==> config.mk <==
export PLATFORM = sky130hd
export DESIGN_NAME = grid_maze_dfs_solver_core_flat
export DESIGN_NICKNAME = d
export VERILOG_FILES = /design/src/hw/rtl/gmds_pkg.sv /design/src/hw/rtl/gmds_req_if.sv /design/src/hw/rtl/gmds_res_if.sv /design/src/hw/rtl/gmds_datapath.sv /design/src/hw/rtl/gmds_ctrl.sv /design/src/hw/rtl/grid_maze_dfs_solver_core.sv /design/src/flat_wrapper.sv
export SDC_FILE = /design/constraint.sdc
export NUM_CORES = 1
export LEC_CHECK = 0
export BUFFER_PORTS_ARGS = -buffer_cell sky130_fd_sc_hd__buf_2
export CAP_MARGIN = 10
export CELL_PAD_IN_SITES_DETAIL_PLACEMENT = 1
export CELL_PAD_IN_SITES_GLOBAL_PLACEMENT = 1
export CORE_ASPECT_RATIO = 0.5
export CORE_MARGIN = 2
export CORE_UTILIZATION = 55
export CTS_BUF_LIST = sky130_fd_sc_hd__clkbuf_8 sky130_fd_sc_hd__clkbuf_16
export CTS_CLUSTER_DIAMETER = 30
export CTS_CLUSTER_SIZE = 10
export DETAILED_ROUTE_END_ITERATION = 12
export PLACE_DENSITY = 0.87
export SYNTH_ARGS = -nofsm -noshare
export SYNTH_HDL_FRONTEND = slang
export SYNTH_SLANG_ARGS = --single-unit
export TNS_END_PERCENT = 100
==> constraint.sdc <==
create_clock -name clk -period 5.73 [get_ports clk]
set_input_delay 1.4325 -clock clk [delete_from_list [all_inputs] [get_ports clk]]
set_output_delay 1.4325 -clock clk [all_outputs]
set_load 0.02 [all_outputs]
==> src/hw/rtl/gmds_pkg.sv <==
package gmds_pkg;

    localparam int GRID_ROWS       = 8;
    localparam int GRID_COLS       = 8;
    localparam int COORD_W         = 3;
    localparam int DIR_W           = 2;
    localparam int PROBE_W         = 3;
    localparam int CELL_AW         = 2 * COORD_W;
    localparam int CELL_COUNT      = 1 << CELL_AW;
    localparam int STACK_AW        = 6;
    localparam int STACK_DEPTH     = 1 << STACK_AW;
    localparam int DEPTH_W         = STACK_AW + 1;
    localparam int PROBES_PER_CELL = 4;

    localparam logic [COORD_W:0]   ROW_LIMIT  = (COORD_W + 1)'(GRID_ROWS);
    localparam logic [COORD_W:0]   COL_LIMIT  = (COORD_W + 1)'(GRID_COLS);
    localparam logic [COORD_W-1:0] LAST_COL   = COORD_W'(GRID_COLS - 1);
    localparam logic [PROBE_W-1:0] PROBE_STOP = PROBE_W'(PROBES_PER_CELL);

    // Cell word: bit 0 is open, bit 1 is the visited mark.
    localparam int CELL_OPEN_BIT = 0;
    localparam int CELL_SEEN_BIT = 1;

    typedef enum logic {
        OP_LOAD  = 1'b0,
        OP_SOLVE = 1'b1
    } op_t;

    typedef enum logic [DIR_W-1:0] {
        DIR_DOWN  = 2'd0,
        DIR_RIGHT = 2'd1,
        DIR_UP    = 2'd2,
        DIR_LEFT  = 2'd3
    } dir_t;

    typedef struct packed {
        logic [COORD_W-1:0] row;
        logic [COORD_W-1:0] col;
        logic [DIR_W-1:0]   dir;
        logic [PROBE_W-1:0] probe;
    } frame_t;

    typedef enum logic [2:0] {
        ST_IDLE,
        ST_START_CHK,
        ST_PROBE,
        ST_CHECK,
        ST_RESTORE,
        ST_FLUSH
    } state_t;

    typedef struct packed {
        logic load_wr;
        logic start;
        logic probe;
        logic enter;
        logic pop;
        logic restore;
        logic flush;
    } cmd_t;

    typedef struct packed {
        logic can_enter;
        logic cand_exit;
        logic frame_done;
        logic depth_one;
        logic pend_valid;
        logic slot_free;
    } status_t;

endpackage

==> src/hw/rtl/gmds_req_if.sv <==
interface gmds_req_if;
    logic                            valid;
    logic                            ready;
    logic                            operation;
    logic [gmds_pkg::COORD_W-1:0]    row;
    logic [gmds_pkg::COORD_W-1:0]    col;
    logic                            cell_open;
    logic [gmds_pkg::DIR_W-1:0]      start_dir;

    modport source (
        output valid, operation, row, col, cell_open, start_dir,
        input  ready
    );

    modport sink (
        input  valid, operation, row, col, cell_open, start_dir,
        output ready
    );
endinterface

==> src/hw/rtl/gmds_res_if.sv <==
interface gmds_res_if;
    logic                            valid;
    logic                            ready;
    logic [gmds_pkg::COORD_W-1:0]    out_row;
    logic [gmds_pkg::COORD_W-1:0]    out_col;
    logic                            visited;
    logic                            reached_exit;
    logic                            last;

    modport source (
        output valid, out_row, out_col, visited, reached_exit, last,
        input  ready
    );

    modport sink (
        input  valid, out_row, out_col, visited, reached_exit, last,
        output ready
    );
endinterface

==> src/hw/rtl/gmds_datapath.sv <==
module gmds_datapath (
    input  logic                          clk,
    input  logic                          rst_n,
    input  gmds_pkg::cmd_t                cmd,
    output gmds_pkg::status_t             status,
    input  logic [gmds_pkg::COORD_W-1:0]  row,
    input  logic [gmds_pkg::COORD_W-1:0]  col,
    input  logic                          cell_open,
    input  logic [gmds_pkg::DIR_W-1:0]    start_dir,
    output logic                          out_valid,
    input  logic                          out_ready,
    output logic [gmds_pkg::COORD_W-1:0]  out_row,
    output logic [gmds_pkg::COORD_W-1:0]  out_col,
    output logic                          out_visited,
    output logic                          out_reached_exit,
    output logic                          out_last
);
    import gmds_pkg::*;

    logic [1:0]            cell_mem [CELL_COUNT];
    logic [CELL_COUNT-1:0] cell_vld_reg;
    logic [1:0]            cell_q_reg;
    logic                  cell_q_vld_reg;

    frame_t                stack_mem [STACK_DEPTH];
    frame_t                stack_q_reg;
    frame_t                top_reg;
    logic [DEPTH_W-1:0]    depth_reg;
    logic [DEPTH_W-1:0]    depth_next;

    logic [COORD_W-1:0]    cand_row_reg;
    logic [COORD_W-1:0]    cand_col_reg;
    logic [DIR_W-1:0]      cand_dir_reg;
    logic                  cand_in_reg;

    logic                  pend_valid_reg;
    logic [COORD_W-1:0]    pend_row_reg;
    logic [COORD_W-1:0]    pend_col_reg;
    logic                  pend_exit_reg;

    logic                  out_valid_reg;
    logic                  out_valid_next;
    logic [COORD_W-1:0]    out_row_reg;
    logic [COORD_W-1:0]    out_col_reg;
    logic                  out_visited_reg;
    logic                  out_exit_reg;
    logic                  out_last_reg;

    dir_t                  probe_dir;
    logic [COORD_W:0]      nb_row;
    logic [COORD_W:0]      nb_col;
    logic                  nb_in_grid;
    logic                  start_in_grid;

    logic                  rd_en;
    logic [CELL_AW-1:0]    rd_addr;
    logic                  wr_en;
    logic [CELL_AW-1:0]    wr_addr;
    logic [1:0]            wr_data;
    logic                  push_en;
    logic [STACK_AW-1:0]   push_addr;
    logic [STACK_AW-1:0]   pop_addr;
    logic                  out_load;

    // The probe index walks the neighbor order that the frame's direction selects.
    always_comb
    begin
        probe_dir = dir_t'(top_reg.dir + 2'd3 + top_reg.probe[DIR_W-1:0]);
        nb_row    = {1'b0, top_reg.row};
        nb_col    = {1'b0, top_reg.col};
        case (probe_dir)
            DIR_DOWN:  nb_row = {1'b0, top_reg.row} + 1'b1;
            DIR_RIGHT: nb_col = {1'b0, top_reg.col} + 1'b1;
            DIR_UP:    nb_row = {1'b0, top_reg.row} - 1'b1;
            DIR_LEFT:  nb_col = {1'b0, top_reg.col} - 1'b1;
            default:   nb_col = {1'b0, top_reg.col};
        endcase
    end

    // A step off the low edge wraps to all ones and so fails the limit compare.
    assign nb_in_grid    = (nb_row < ROW_LIMIT) && (nb_col < COL_LIMIT);
    assign start_in_grid = ({1'b0, row} < ROW_LIMIT) && ({1'b0, col} < COL_LIMIT);

    assign rd_en   = cmd.start || cmd.probe;
    assign rd_addr = cmd.start ? {row, col} : {nb_row[COORD_W-1:0], nb_col[COORD_W-1:0]};
    assign wr_en   = (cmd.load_wr && start_in_grid) || cmd.enter;
    assign wr_addr = cmd.enter ? {cand_row_reg, cand_col_reg} : {row, col};
    assign wr_data = cmd.enter ? 2'b11 : {1'b0, cell_open};

    always_ff @(posedge clk)
    begin
        if (wr_en)
        begin
            cell_mem[wr_addr] <= wr_data;
        end
        if (rd_en)
        begin
            cell_q_reg <= cell_mem[rd_addr];
        end
    end

    // Cells never written read as walls through these valid bits.
    always_ff @(posedge clk or negedge rst_n)
    begin
        if (!rst_n)
        begin
            cell_vld_reg   <= '0;
            cell_q_vld_reg <= 1'b0;
        end
        else
        begin
            if (wr_en)
            begin
                cell_vld_reg[wr_addr] <= 1'b1;
            end
            if (rd_en)
            begin
                cell_q_vld_reg <= cell_vld_reg[rd_addr];
            end
        end
    end

    // The top frame lives in registers; the memory holds the frames below it.
    assign push_en   = cmd.enter && (depth_reg != '0);
    assign push_addr = STACK_AW'(depth_reg - 1'b1);
    assign pop_addr  = STACK_AW'(depth_reg - 2'd2);

    always_ff @(posedge clk)
    begin
        if (push_en)
        begin
            stack_mem[push_addr] <= top_reg;
        end
        if (cmd.pop)
        begin
            stack_q_reg <= stack_mem[pop_addr];
        end
    end

    always_comb
    begin
        depth_next = depth_reg;
        if (cmd.start)
        begin
            depth_next = '0;
        end
        else if (cmd.enter)
        begin
            depth_next = depth_reg + 1'b1;
        end
        else if (cmd.pop)
        begin
            depth_next = depth_reg - 1'b1;
        end
    end

    always_ff @(posedge clk)
    begin
        if (cmd.enter)
        begin
            top_reg <= '{row: cand_row_reg, col: cand_col_reg,
                         dir: cand_dir_reg, probe: '0};
        end
        else if (cmd.probe)
        begin
            top_reg.probe <= top_reg.probe + 1'b1;
        end
        else if (cmd.restore)
        begin
            top_reg <= stack_q_reg;
        end

        if (cmd.start)
        begin
            cand_row_reg <= row;
            cand_col_reg <= col;
            cand_dir_reg <= start_dir;
            cand_in_reg  <= start_in_grid;
        end
        else if (cmd.probe)
        begin
            cand_row_reg <= nb_row[COORD_W-1:0];
            cand_col_reg <= nb_col[COORD_W-1:0];
            cand_dir_reg <= probe_dir;
            cand_in_reg  <= nb_in_grid;
        end

        if (cmd.enter)
        begin
            pend_row_reg  <= cand_row_reg;
            pend_col_reg  <= cand_col_reg;
            pend_exit_reg <= (cand_col_reg == LAST_COL);
        end

        if (out_load)
        begin
            if (cmd.flush && !pend_valid_reg)
            begin
                out_row_reg     <= '0;
                out_col_reg     <= '0;
                out_visited_reg <= 1'b0;
                out_exit_reg    <= 1'b0;
            end
            else
            begin
                out_row_reg     <= pend_row_reg;
                out_col_reg     <= pend_col_reg;
                out_visited_reg <= 1'b1;
                out_exit_reg    <= pend_exit_reg;
            end
            out_last_reg <= cmd.flush;
        end
    end

    // The newest entered cell is held back one step so that its last flag is known.
    assign out_load = (cmd.enter && pend_valid_reg) || cmd.flush;

    always_comb
    begin
        out_valid_next = out_valid_reg;
        if (out_load)
        begin
            out_valid_next = 1'b1;
        end
        else if (out_ready)
        begin
            out_valid_next = 1'b0;
        end
    end

    always_ff @(posedge clk or negedge rst_n)
    begin
        if (!rst_n)
        begin
            depth_reg      <= '0;
            pend_valid_reg <= 1'b0;
            out_valid_reg  <= 1'b0;
        end
        else
        begin
            depth_reg     <= depth_next;
            out_valid_reg <= out_valid_next;
            if (cmd.start || cmd.flush)
            begin
                pend_valid_reg <= 1'b0;
            end
            else if (cmd.enter)
            begin
                pend_valid_reg <= 1'b1;
            end
        end
    end

    assign status.can_enter  = cand_in_reg && cell_q_vld_reg &&
                               cell_q_reg[CELL_OPEN_BIT] && !cell_q_reg[CELL_SEEN_BIT];
    assign status.cand_exit  = (cand_col_reg == LAST_COL);
    assign status.frame_done = (top_reg.probe >= PROBE_STOP);
    assign status.depth_one  = (depth_reg == DEPTH_W'(1));
    assign status.pend_valid = pend_valid_reg;
    assign status.slot_free  = !out_valid_reg || out_ready;

    assign out_valid        = out_valid_reg;
    assign out_row          = out_row_reg;
    assign out_col          = out_col_reg;
    assign out_visited      = out_visited_reg;
    assign out_reached_exit = out_exit_reg;
    assign out_last         = out_last_reg;

endmodule

==> src/hw/rtl/gmds_ctrl.sv <==
module gmds_ctrl (
    input  logic              clk,
    input  logic              rst_n,
    input  logic              req_valid,
    input  logic              req_operation,
    output logic              req_ready,
    input  gmds_pkg::status_t status,
    output gmds_pkg::cmd_t    cmd
);
    import gmds_pkg::*;

    state_t state_reg;
    state_t state_next;

    always_ff @(posedge clk or negedge rst_n)
    begin
        if (!rst_n)
        begin
            state_reg <= ST_IDLE;
        end
        else
        begin
            state_reg <= state_next;
        end
    end

    always_comb
    begin
        state_next = state_reg;
        cmd        = '0;
        req_ready  = 1'b0;
        case (state_reg)
            ST_IDLE:
            begin
                req_ready = 1'b1;
                if (req_valid)
                begin
                    if (op_t'(req_operation) == OP_LOAD)
                    begin
                        cmd.load_wr = 1'b1;
                    end
                    else
                    begin
                        cmd.start  = 1'b1;
                        state_next = ST_START_CHK;
                    end
                end
            end
            ST_START_CHK:
            begin
                if (status.can_enter)
                begin
                    cmd.enter  = 1'b1;
                    state_next = status.cand_exit ? ST_FLUSH : ST_PROBE;
                end
                else
                begin
                    state_next = ST_FLUSH;
                end
            end
            ST_PROBE:
            begin
                if (status.frame_done)
                begin
                    cmd.pop    = 1'b1;
                    state_next = status.depth_one ? ST_FLUSH : ST_RESTORE;
                end
                else
                begin
                    cmd.probe  = 1'b1;
                    state_next = ST_CHECK;
                end
            end
            ST_CHECK:
            begin
                if (!status.can_enter)
                begin
                    state_next = ST_PROBE;
                end
                else if (!status.pend_valid || status.slot_free)
                begin
                    cmd.enter  = 1'b1;
                    state_next = status.cand_exit ? ST_FLUSH : ST_PROBE;
                end
            end
            ST_RESTORE:
            begin
                cmd.restore = 1'b1;
                state_next  = ST_PROBE;
            end
            ST_FLUSH:
            begin
                if (status.slot_free)
                begin
                    cmd.flush  = 1'b1;
                    state_next = ST_IDLE;
                end
            end
            default:
            begin
                state_next = ST_IDLE;
            end
        endcase
    end

endmodule

==> src/hw/rtl/grid_maze_dfs_solver_core.sv <==
// Depth-first maze walker over an 8 x 8 grid. A load request (operation 0) writes one
// cell as open or wall and clears its visited mark; cells outside the grid are ignored.
// A solve request (operation 1) walks from the given cell and direction and returns one
// result per entered cell, in order of entry, with last set on the final one; the walk
// ends after the first cell in the last column or when every branch is exhausted, and a
// solve that enters nothing returns one result with visited 0. Visited marks persist
// across solves. A solve starts with a start cell read, then a check and enter; each
// neighbor probe is a cell memory read, then a check and enter; a backtrack pops the
// stack memory, then restores the parent frame; a close ends the walk. A stalled result
// port holds the walk when the next cell is entered. New requests are taken only between
// solves, while the final result may still wait in the output register.
module grid_maze_dfs_solver_core (
    input  logic       clk,
    input  logic       rst_n,
    gmds_req_if.sink   req,
    gmds_res_if.source res
);
    import gmds_pkg::*;

    cmd_t    cmd;
    status_t status;

    gmds_ctrl u_ctrl (
        .clk           (clk),
        .rst_n         (rst_n),
        .req_valid     (req.valid),
        .req_operation (req.operation),
        .req_ready     (req.ready),
        .status        (status),
        .cmd           (cmd)
    );

    gmds_datapath u_datapath (
        .clk              (clk),
        .rst_n            (rst_n),
        .cmd              (cmd),
        .status           (status),
        .row              (req.row),
        .col              (req.col),
        .cell_open        (req.cell_open),
        .start_dir        (req.start_dir),
        .out_valid        (res.valid),
        .out_ready        (res.ready),
        .out_row          (res.out_row),
        .out_col          (res.out_col),
        .out_visited      (res.visited),
        .out_reached_exit (res.reached_exit),
        .out_last         (res.last)
    );

endmodule

==> src/flat_wrapper.sv <==
// flat-port wrapper written by rule: the top's interface ports become plain ports
module grid_maze_dfs_solver_core_flat import gmds_pkg::*;
  (clk, rst_n, req_valid, req_operation, req_row, req_col, req_cell_open, req_start_dir, req_ready, res_valid, res_out_row, res_out_col, res_visited, res_reached_exit, res_last, res_ready);
  gmds_req_if req_i ();
  gmds_res_if res_i ();
  input  logic clk;
  input  logic rst_n;
  input wire logic [$bits(req_i.valid)-1:0] req_valid;
  input wire logic [$bits(req_i.operation)-1:0] req_operation;
  input wire logic [$bits(req_i.row)-1:0] req_row;
  input wire logic [$bits(req_i.col)-1:0] req_col;
  input wire logic [$bits(req_i.cell_open)-1:0] req_cell_open;
  input wire logic [$bits(req_i.start_dir)-1:0] req_start_dir;
  output wire logic [$bits(req_i.ready)-1:0] req_ready;
  output wire logic [$bits(res_i.valid)-1:0] res_valid;
  output wire logic [$bits(res_i.out_row)-1:0] res_out_row;
  output wire logic [$bits(res_i.out_col)-1:0] res_out_col;
  output wire logic [$bits(res_i.visited)-1:0] res_visited;
  output wire logic [$bits(res_i.reached_exit)-1:0] res_reached_exit;
  output wire logic [$bits(res_i.last)-1:0] res_last;
  input wire logic [$bits(res_i.ready)-1:0] res_ready;
  assign req_i.valid = req_valid;
  assign req_i.operation = req_operation;
  assign req_i.row = req_row;
  assign req_i.col = req_col;
  assign req_i.cell_open = req_cell_open;
  assign req_i.start_dir = req_start_dir;
  assign req_ready = req_i.ready;
  assign res_valid = res_i.valid;
  assign res_out_row = res_i.out_row;
  assign res_out_col = res_i.out_col;
  assign res_visited = res_i.visited;
  assign res_reached_exit = res_i.reached_exit;
  assign res_last = res_i.last;
  assign res_i.ready = res_ready;
  grid_maze_dfs_solver_core u_core (.clk(clk), .rst_n(rst_n), .req(req_i), .res(res_i));
endmodule
# [Word level (Yosys, flattened, before mapping)]
# Memory sizes are Yosys's and may differ from the RTL's. A register that Yosys moved wholly into a read port is not among the register bits.
# Cells that the tools add are included.
# Widths: inputs -> output; s select.
[word_totals] regBits=113 memories=2 input_bits=14 ramBits=832 output_inout_bits=11 word_cells=141
[classes] bitwise_logic=1 addsub=10 reduce_logical=28 n_mux=57 n_lt_le_gt_ge=6 n_eq_ne=15
[memory_table] name="u_core.u_datapath.stack_mem" depth=64 word_bits=11 read_ports=1 rd_clocked_by_memory_dff=1 write_ports=1 line="gmds_datapath.sv:25" text="frame_t stack_mem [STACK_DEPTH];"
[memory_table] name="u_core.u_datapath.cell_mem" depth=64 word_bits=2 read_ports=1 rd_clocked_by_memory_dff=1 write_ports=1 line="gmds_datapath.sv:20" text="logic [1:0] cell_mem [CELL_COUNT];"
[ops] cell="$or 64x64->64" n=1
[ops] cell="$mux 3" n=13
[ops] cell="$mux 1" n=25
[ops] cell="$mux 11" n=2
[ops] cell="$mux 7" n=3
[ops] cell="$pmux 3 s6" n=1
[ops] cell="$pmux 4 s2" n=2
[ops] cell="$lt 6x7->1 const B" n=2
[ops] cell="$mux 6" n=2
[ops] cell="$mux 2" n=5
[ops] cell="$reduce_bool 2->1" n=5
[ops] cell="$eq 3x3->1 const B" n=3
[ops] cell="$add 3x1->4 const B" n=2
[ops] cell="$logic_and 1x1->1" n=8
[ops] cell="$lt 4x4->1 const B" n=2
[ops] cell="$mux 8" n=1
[ops] cell="$ne 2x2->1 const B" n=4
[ops] cell="$sub 3x1->4 const B" n=2
[ops] cell="$add 7x1->7 const B" n=1
[ops] cell="$eq 7x1->1 const B" n=1
[ops] cell="$reduce_bool 7->1" n=1
[ops] cell="$sub 7x1->7 const B" n=1
[ops] cell="$bmux 1 s6" n=1
[ops] cell="$demux 1 s6" n=1
[ops] cell="other kinds (19)" n=28

# [Depth between registers and ports, before layout]
[logic_depth] depth_word=12 depth_mapped=18 depth_no_buf=15

# [Cells and area by module]
# Synthesis repeated with hierarchy kept, for this count alone.
[hier_totals] hier_cells=2034 area_unflattened_um2=38662.1
[modules_own_cells] mod="gmds_datapath" instances=1 cells_each=1999 area_per_inst_um2=38353.0 seq_area_each_um2=28267.1
[modules_own_cells] mod="gmds_ctrl" instances=1 cells_each=35 area_per_inst_um2=309.0 seq_area_each_um2=75.1

# [Worst setup path before layout]
# No wires, ideal clock.
[synth_path] kind="reg2reg" start="reg u_core.u_datapath.top_reg[0] in the netlist's numbering" end="reg u_core.u_datapath.cell_q_reg[0], read port of u_core.u_datapath.cell_mem, data pin" n_path_buf=4 stages_incl_launch_ff=19 setup_time_ns=0.269 setup_slack_ns=1.139 arrival_ns=4.321 period_less_slack_ns=4.591 path_cell_list="dfxtp_1 > inv_1 > ha_1 > buf_2 > clkbuf_1 > nor2_1 > xor2_1 > ha_1 > nor2b_1 > a221oi_1 > or2_1 > buf_6 > inv_4 > buf_6 > a211oi_1 > a311oi_1 > o21a_1 > a2111oi_2 > a22oi_2"
[synth_via] elab_chain_len=4 word_cells_on_any_way=12 classes_between="add/sub (1); order compare (1); eq/ne (3); mux (5); reduce/logical (2)"
[synth_lines] item="start, declared" line="gmds_datapath.sv:27" text="frame_t top_reg;"
[synth_lines] item="start signal, assigned" line="gmds_datapath.sv:161" text="top_reg <= '{row: cand_row_reg, col: cand_col_reg,"
[synth_lines] item="start signal, assigned" line="gmds_datapath.sv:170" text="top_reg <= stack_q_reg;"
[synth_lines] item="$add 2x2->2 / $ge 3x3->1 (equally long branches)" line="gmds_datapath.sv:68, gmds_datapath.sv:257"
[synth_lines] item="$eq 2x2->1 (tied with other cells)" line="gmds_datapath.sv:71" text="case (probe_dir)"
[synth_lines] item="$pmux 4 s2 / $mux 1 (equally long branches)" line="gmds_datapath.sv:71, gmds_ctrl.sv:32"
[synth_lines] item="$mux 6 / $logic_or 1x1->1 (equally long branches)" line="gmds_datapath.sv:85, gmds_datapath.sv:84"
[synth_lines] item="end, declared" line="gmds_datapath.sv:22" text="logic [1:0] cell_q_reg;"
# Several ways; a longest one is shown, not always the timed one.
# A chain may end at the register's enable or synchronous reset.

# [Worst setup path in the final report]
[layout_path] start="reg u_core.u_datapath.top_reg[3] in the netlist's numbering" end="reg u_core.u_datapath.cell_q_vld_reg"
[layout_via] elab_chain_len=7 word_cells_on_any_way=11 classes_between="add/sub (2); eq/ne (3); mux (5); reduce/logical (1)"
[layout_lines] item="$add 2x2->2 (*) (2 in series)" line="gmds_datapath.sv:68" text="probe_dir = dir_t'(top_reg.dir + 2'd3 + top_reg.probe[DIR_W-1:0]);"
[layout_lines] item="$eq 2x2->1 (tied with other cells)" line="gmds_datapath.sv:71"
[layout_lines] item="$pmux 4 s2" line="gmds_datapath.sv:71"
[layout_lines] item="$mux 6 (*)" line="gmds_datapath.sv:85" text="assign rd_addr = cmd.start ? {row, col} : {nb_row[COORD_W-1:0], nb_col[COORD_W-1:0]};"
[layout_lines] item="$bmux 1 s6 (*)" line="gmds_datapath.sv:118" text="cell_q_vld_reg <= cell_vld_reg[rd_addr];"
[layout_lines] item="$mux 1 (implied by the code) (*)" line="gmds_datapath.sv:118"
[layout_lines] item="end signal, assigned" line="gmds_datapath.sv:118"
[layout_lines] item="end, declared" line="gmds_datapath.sv:23" text="logic cell_q_vld_reg;"
# Every way passes the cells marked *; elsewhere a longest branch is shown, timed or not. The select of a mux whose other input is x is not followed.

==> flow_metrics.tcl <==
set metrics [dict create \
    postCtsHoldBufs 0 \
    yosysWarnings 0 \
    cts_tree "yes" \
    r2r_start "u_core.u_datapath.top_reg[3]" \
    syn-mean-instance-area_um2 18.7 \
    area_growth_pct 15.0 \
    dp_hpwl_mm 58.6 \
    coreArea_um2 69200 \
    arrival_ps 5520 \
    grt_usage 0.339 \
    crit_required_ps 6290 \
    yosys_most_used_dff "edfxtp_1" \
    drv_slew 0 \
    cts-resized-gates 0 \
    vias 22900 \
    cts_inserted_buffers 133 \
    initial_core_util 0.557 \
    largest_reg_flops 704 \
    synth-edff-count 877 \
    worst-r2r-setup-slack_ps 770 \
    synthTopCellsByCount "877 x edfxtp_1, 236 x mux4_2, 160 x nor2_1" \
    critical_path_class "reg -> reg" \
    relSlewSlack 0.186 \
    rsz0062_at_grt "false" \
    synth.distinct_cells 75 \
    synth_cells 2060 \
    worstRegToRegCells 13 \
    reg2reg_to "u_core.u_datapath.cell_q_vld_reg" \
    async_reset_ff_frac 0.0804 \
    synth_most_common_cell "edfxtp_1" \
    peakVddDrop_mv 0.384 \
    grt_max_degree 99 \
    htreeDepth 4 \
    power_density_nw_per_um2 584 \
    wl_per_cell_um 37.4 \
    crit_path_end_kind "flip-flop" \
    syn_area_um2 38500 \
    setup_tns_ps 0 \
    fmax_mhz 202 \
    worstSkewPairLatency_ps 720 \
    rows 68 \
    firstDrtPassIters 5 \
    drtIter0Drc 3611 \
    grt_pass1_wl_mm 173 \
    antenna_found_initial 4 \
    io_pins 25 \
    leakagePower_nw 15.1 \
    hold_viol_final 0 \
    cts_setup_buffers 0 \
    synth_area_leaders "edfxtp_1 68%, mux4_2 14%, dfrtp_1 5.0%, nor2_1 1.6%, nand2_1 1.4%" \
    drc 0 \
    gr-total-overflow 0 \
    worst-path-max-fanout 34 \
    maxCapViolCount 0 \
    gp_congestion 0.838 \
    postLayoutSetupSlackWorst_ps 771 \
    synth_seq_cells 958 \
    seq_area_frac_synth 0.736 \
    fill_cells 5686 \
    path_clk_slew_ps 60 \
    finalSetupViolations 0 \
    worst_pin_slew_ps 1220 \
    clockBufferDepth 3 \
    nets 2207 \
    synthesis.nets 2087 \
    dp_worst_setup_slack_ps 1080 \
    die_w_um 378 \
    period_minus_slack_ps 4960 \
    wirelength_mm 120 \
    die_h_um 191 \
    finalCritPeriodShare 0.865 \
    hold_depth 1 \
    viasPerCell 7.14 \
    cts.sinks 958 \
    hold_end "u_core.u_datapath.cell_vld_reg[41]" \
    hold_path.class "reg -> reg" \
    portBuffers 24 \
    grt_pass1_vias 23600 \
    fp.dieArea_um2 72300 \
    skew_ps 31.9 \
    cts_root_buffer "clkbuf_16" \
    drtAntennaViolNets 0 \
    power.total_mw 25.9 \
    status "finished, final reports clean" \
    yosysTopAreaCellShare 0.684 \
    yosysTopAreaCell "edfxtp_1" \
    drive_above_1_share 0.269 \
    cp-start-kind "flip-flop" \
    hp-start "u_core.u_datapath.cell_vld_reg[41]" \
]
layout make-up:
cell class	count	area [um^2]	area share
multi-input cells	976	9660	0.218
repair buffers	88	664	0.0150
inverters	23	88.8	0.00200
well taps	945	1180	0.0267
clock buffers	139	3480	0.0785
clock inverters	80	877	0.0198
diodes	3	7.51	0.000169
flip-flops and latches	958	28400	0.640
metrics by stage:
stage	utilization	cell area, um^2	cells	hold WS (ps)
after detailed placement	0.577	39900	2987	452
final	0.641	44300	3212	467
after global placement	0.577	39900	2987	439
after CTS	0.640	44300	3206	467
after floorplan	-	38500	2060	426
after global routing	0.641	44300	3210	488
kinds of logic after synthesis:
family,after synthesis,share of synthesized area
DFF,958,0.736
and+or+nand+nor,507,0.0621
muxes,279,0.149
AOI/OAI and AO/OA,159,0.0293
buffers and inverters,126,0.0146
xor gates and xnor gates,18,0.00448
adders and majority gates,13,0.00442
per-layer routing:
metal	track usage	vias to the layer above	wire, um
li1	-	8494	-
met1	0.454	11900	43900
met3	0.0721	517	12000
met2	0.542	2021	57800
met4	0.158	4	6570
met5	0	-	24
cell usage in the layout (no fill, tap or decap), drive strengths merged, types with 6 or more instances in the layout:
| cell | count |
|---|---|
| mux4 | 236 |
| nand3b | 10 |
| dfrtp | 77 |
| mux2i | 36 |
| nand2b | 8 |
| nor2 | 162 |
| nor3 | 19 |
| bufinv | 17 |
| edfxtp | 877 |
| o211ai | 8 |
| inv | 53 |
| nand4 | 9 |
| a21boi | 15 |
| clkinv | 29 |
| or2 | 64 |
| a31oi | 6 |
| ha | 12 |
| mux2 | 7 |
| a21oi | 24 |
| nand3 | 40 |
| a311oi | 11 |
| buf | 88 |
| clkbuf | 139 |
| and3 | 12 |
| nand2 | 145 |
| a211oi | 22 |
| xnor2 | 11 |
| xor2 | 6 |
| o21ai | 32 |
| nor2b | 24 |
critical path, cell delays in order (launching register included):
cell	delay, ps
edfxtp_1	430
inv_1	80
ha_1	730
nor2_1	180
xor2_1	360
ha_1	340
nor2b_1	150
a221oi_1	570
or2_1	290
buf_4	460
mux4_2	380
mux2_2	300
o211ai_1	310
nand4_1	170
worst max-delay path by stage:
stage / startpoint / to / depth (start not counted)
after CTS: u_core.u_datapath.top_reg[3] / u_core.u_datapath.cell_q_vld_reg / 13
after global routing: u_core.u_datapath.cand_in_reg / u_core.u_datapath.stack_mem[61][0] / 7
final: u_core.u_datapath.top_reg[3] / u_core.u_datapath.cell_q_vld_reg / 13
after global placement: res_ready / u_core.u_datapath.cell_mem[37][0] / 9
after floorplan: u_core.u_datapath.top_reg[0] / u_core.u_datapath.cell_q_reg[0] / 18
after detailed placement: res_ready / u_core.u_datapath.stack_mem[37][2] / 7
power breakdown:
group	total (mW)	internal, mW	leakage [nW]	switching (mW)
sequential	8.83	8.39	9.05	0.433
clock	8.44	5.14	2.20	3.30
combinational	8.60	3.17	3.82	5.43
total	25.9	16.7	15.1	9.17
No activity file was read; power rests on OpenSTA's default activity.
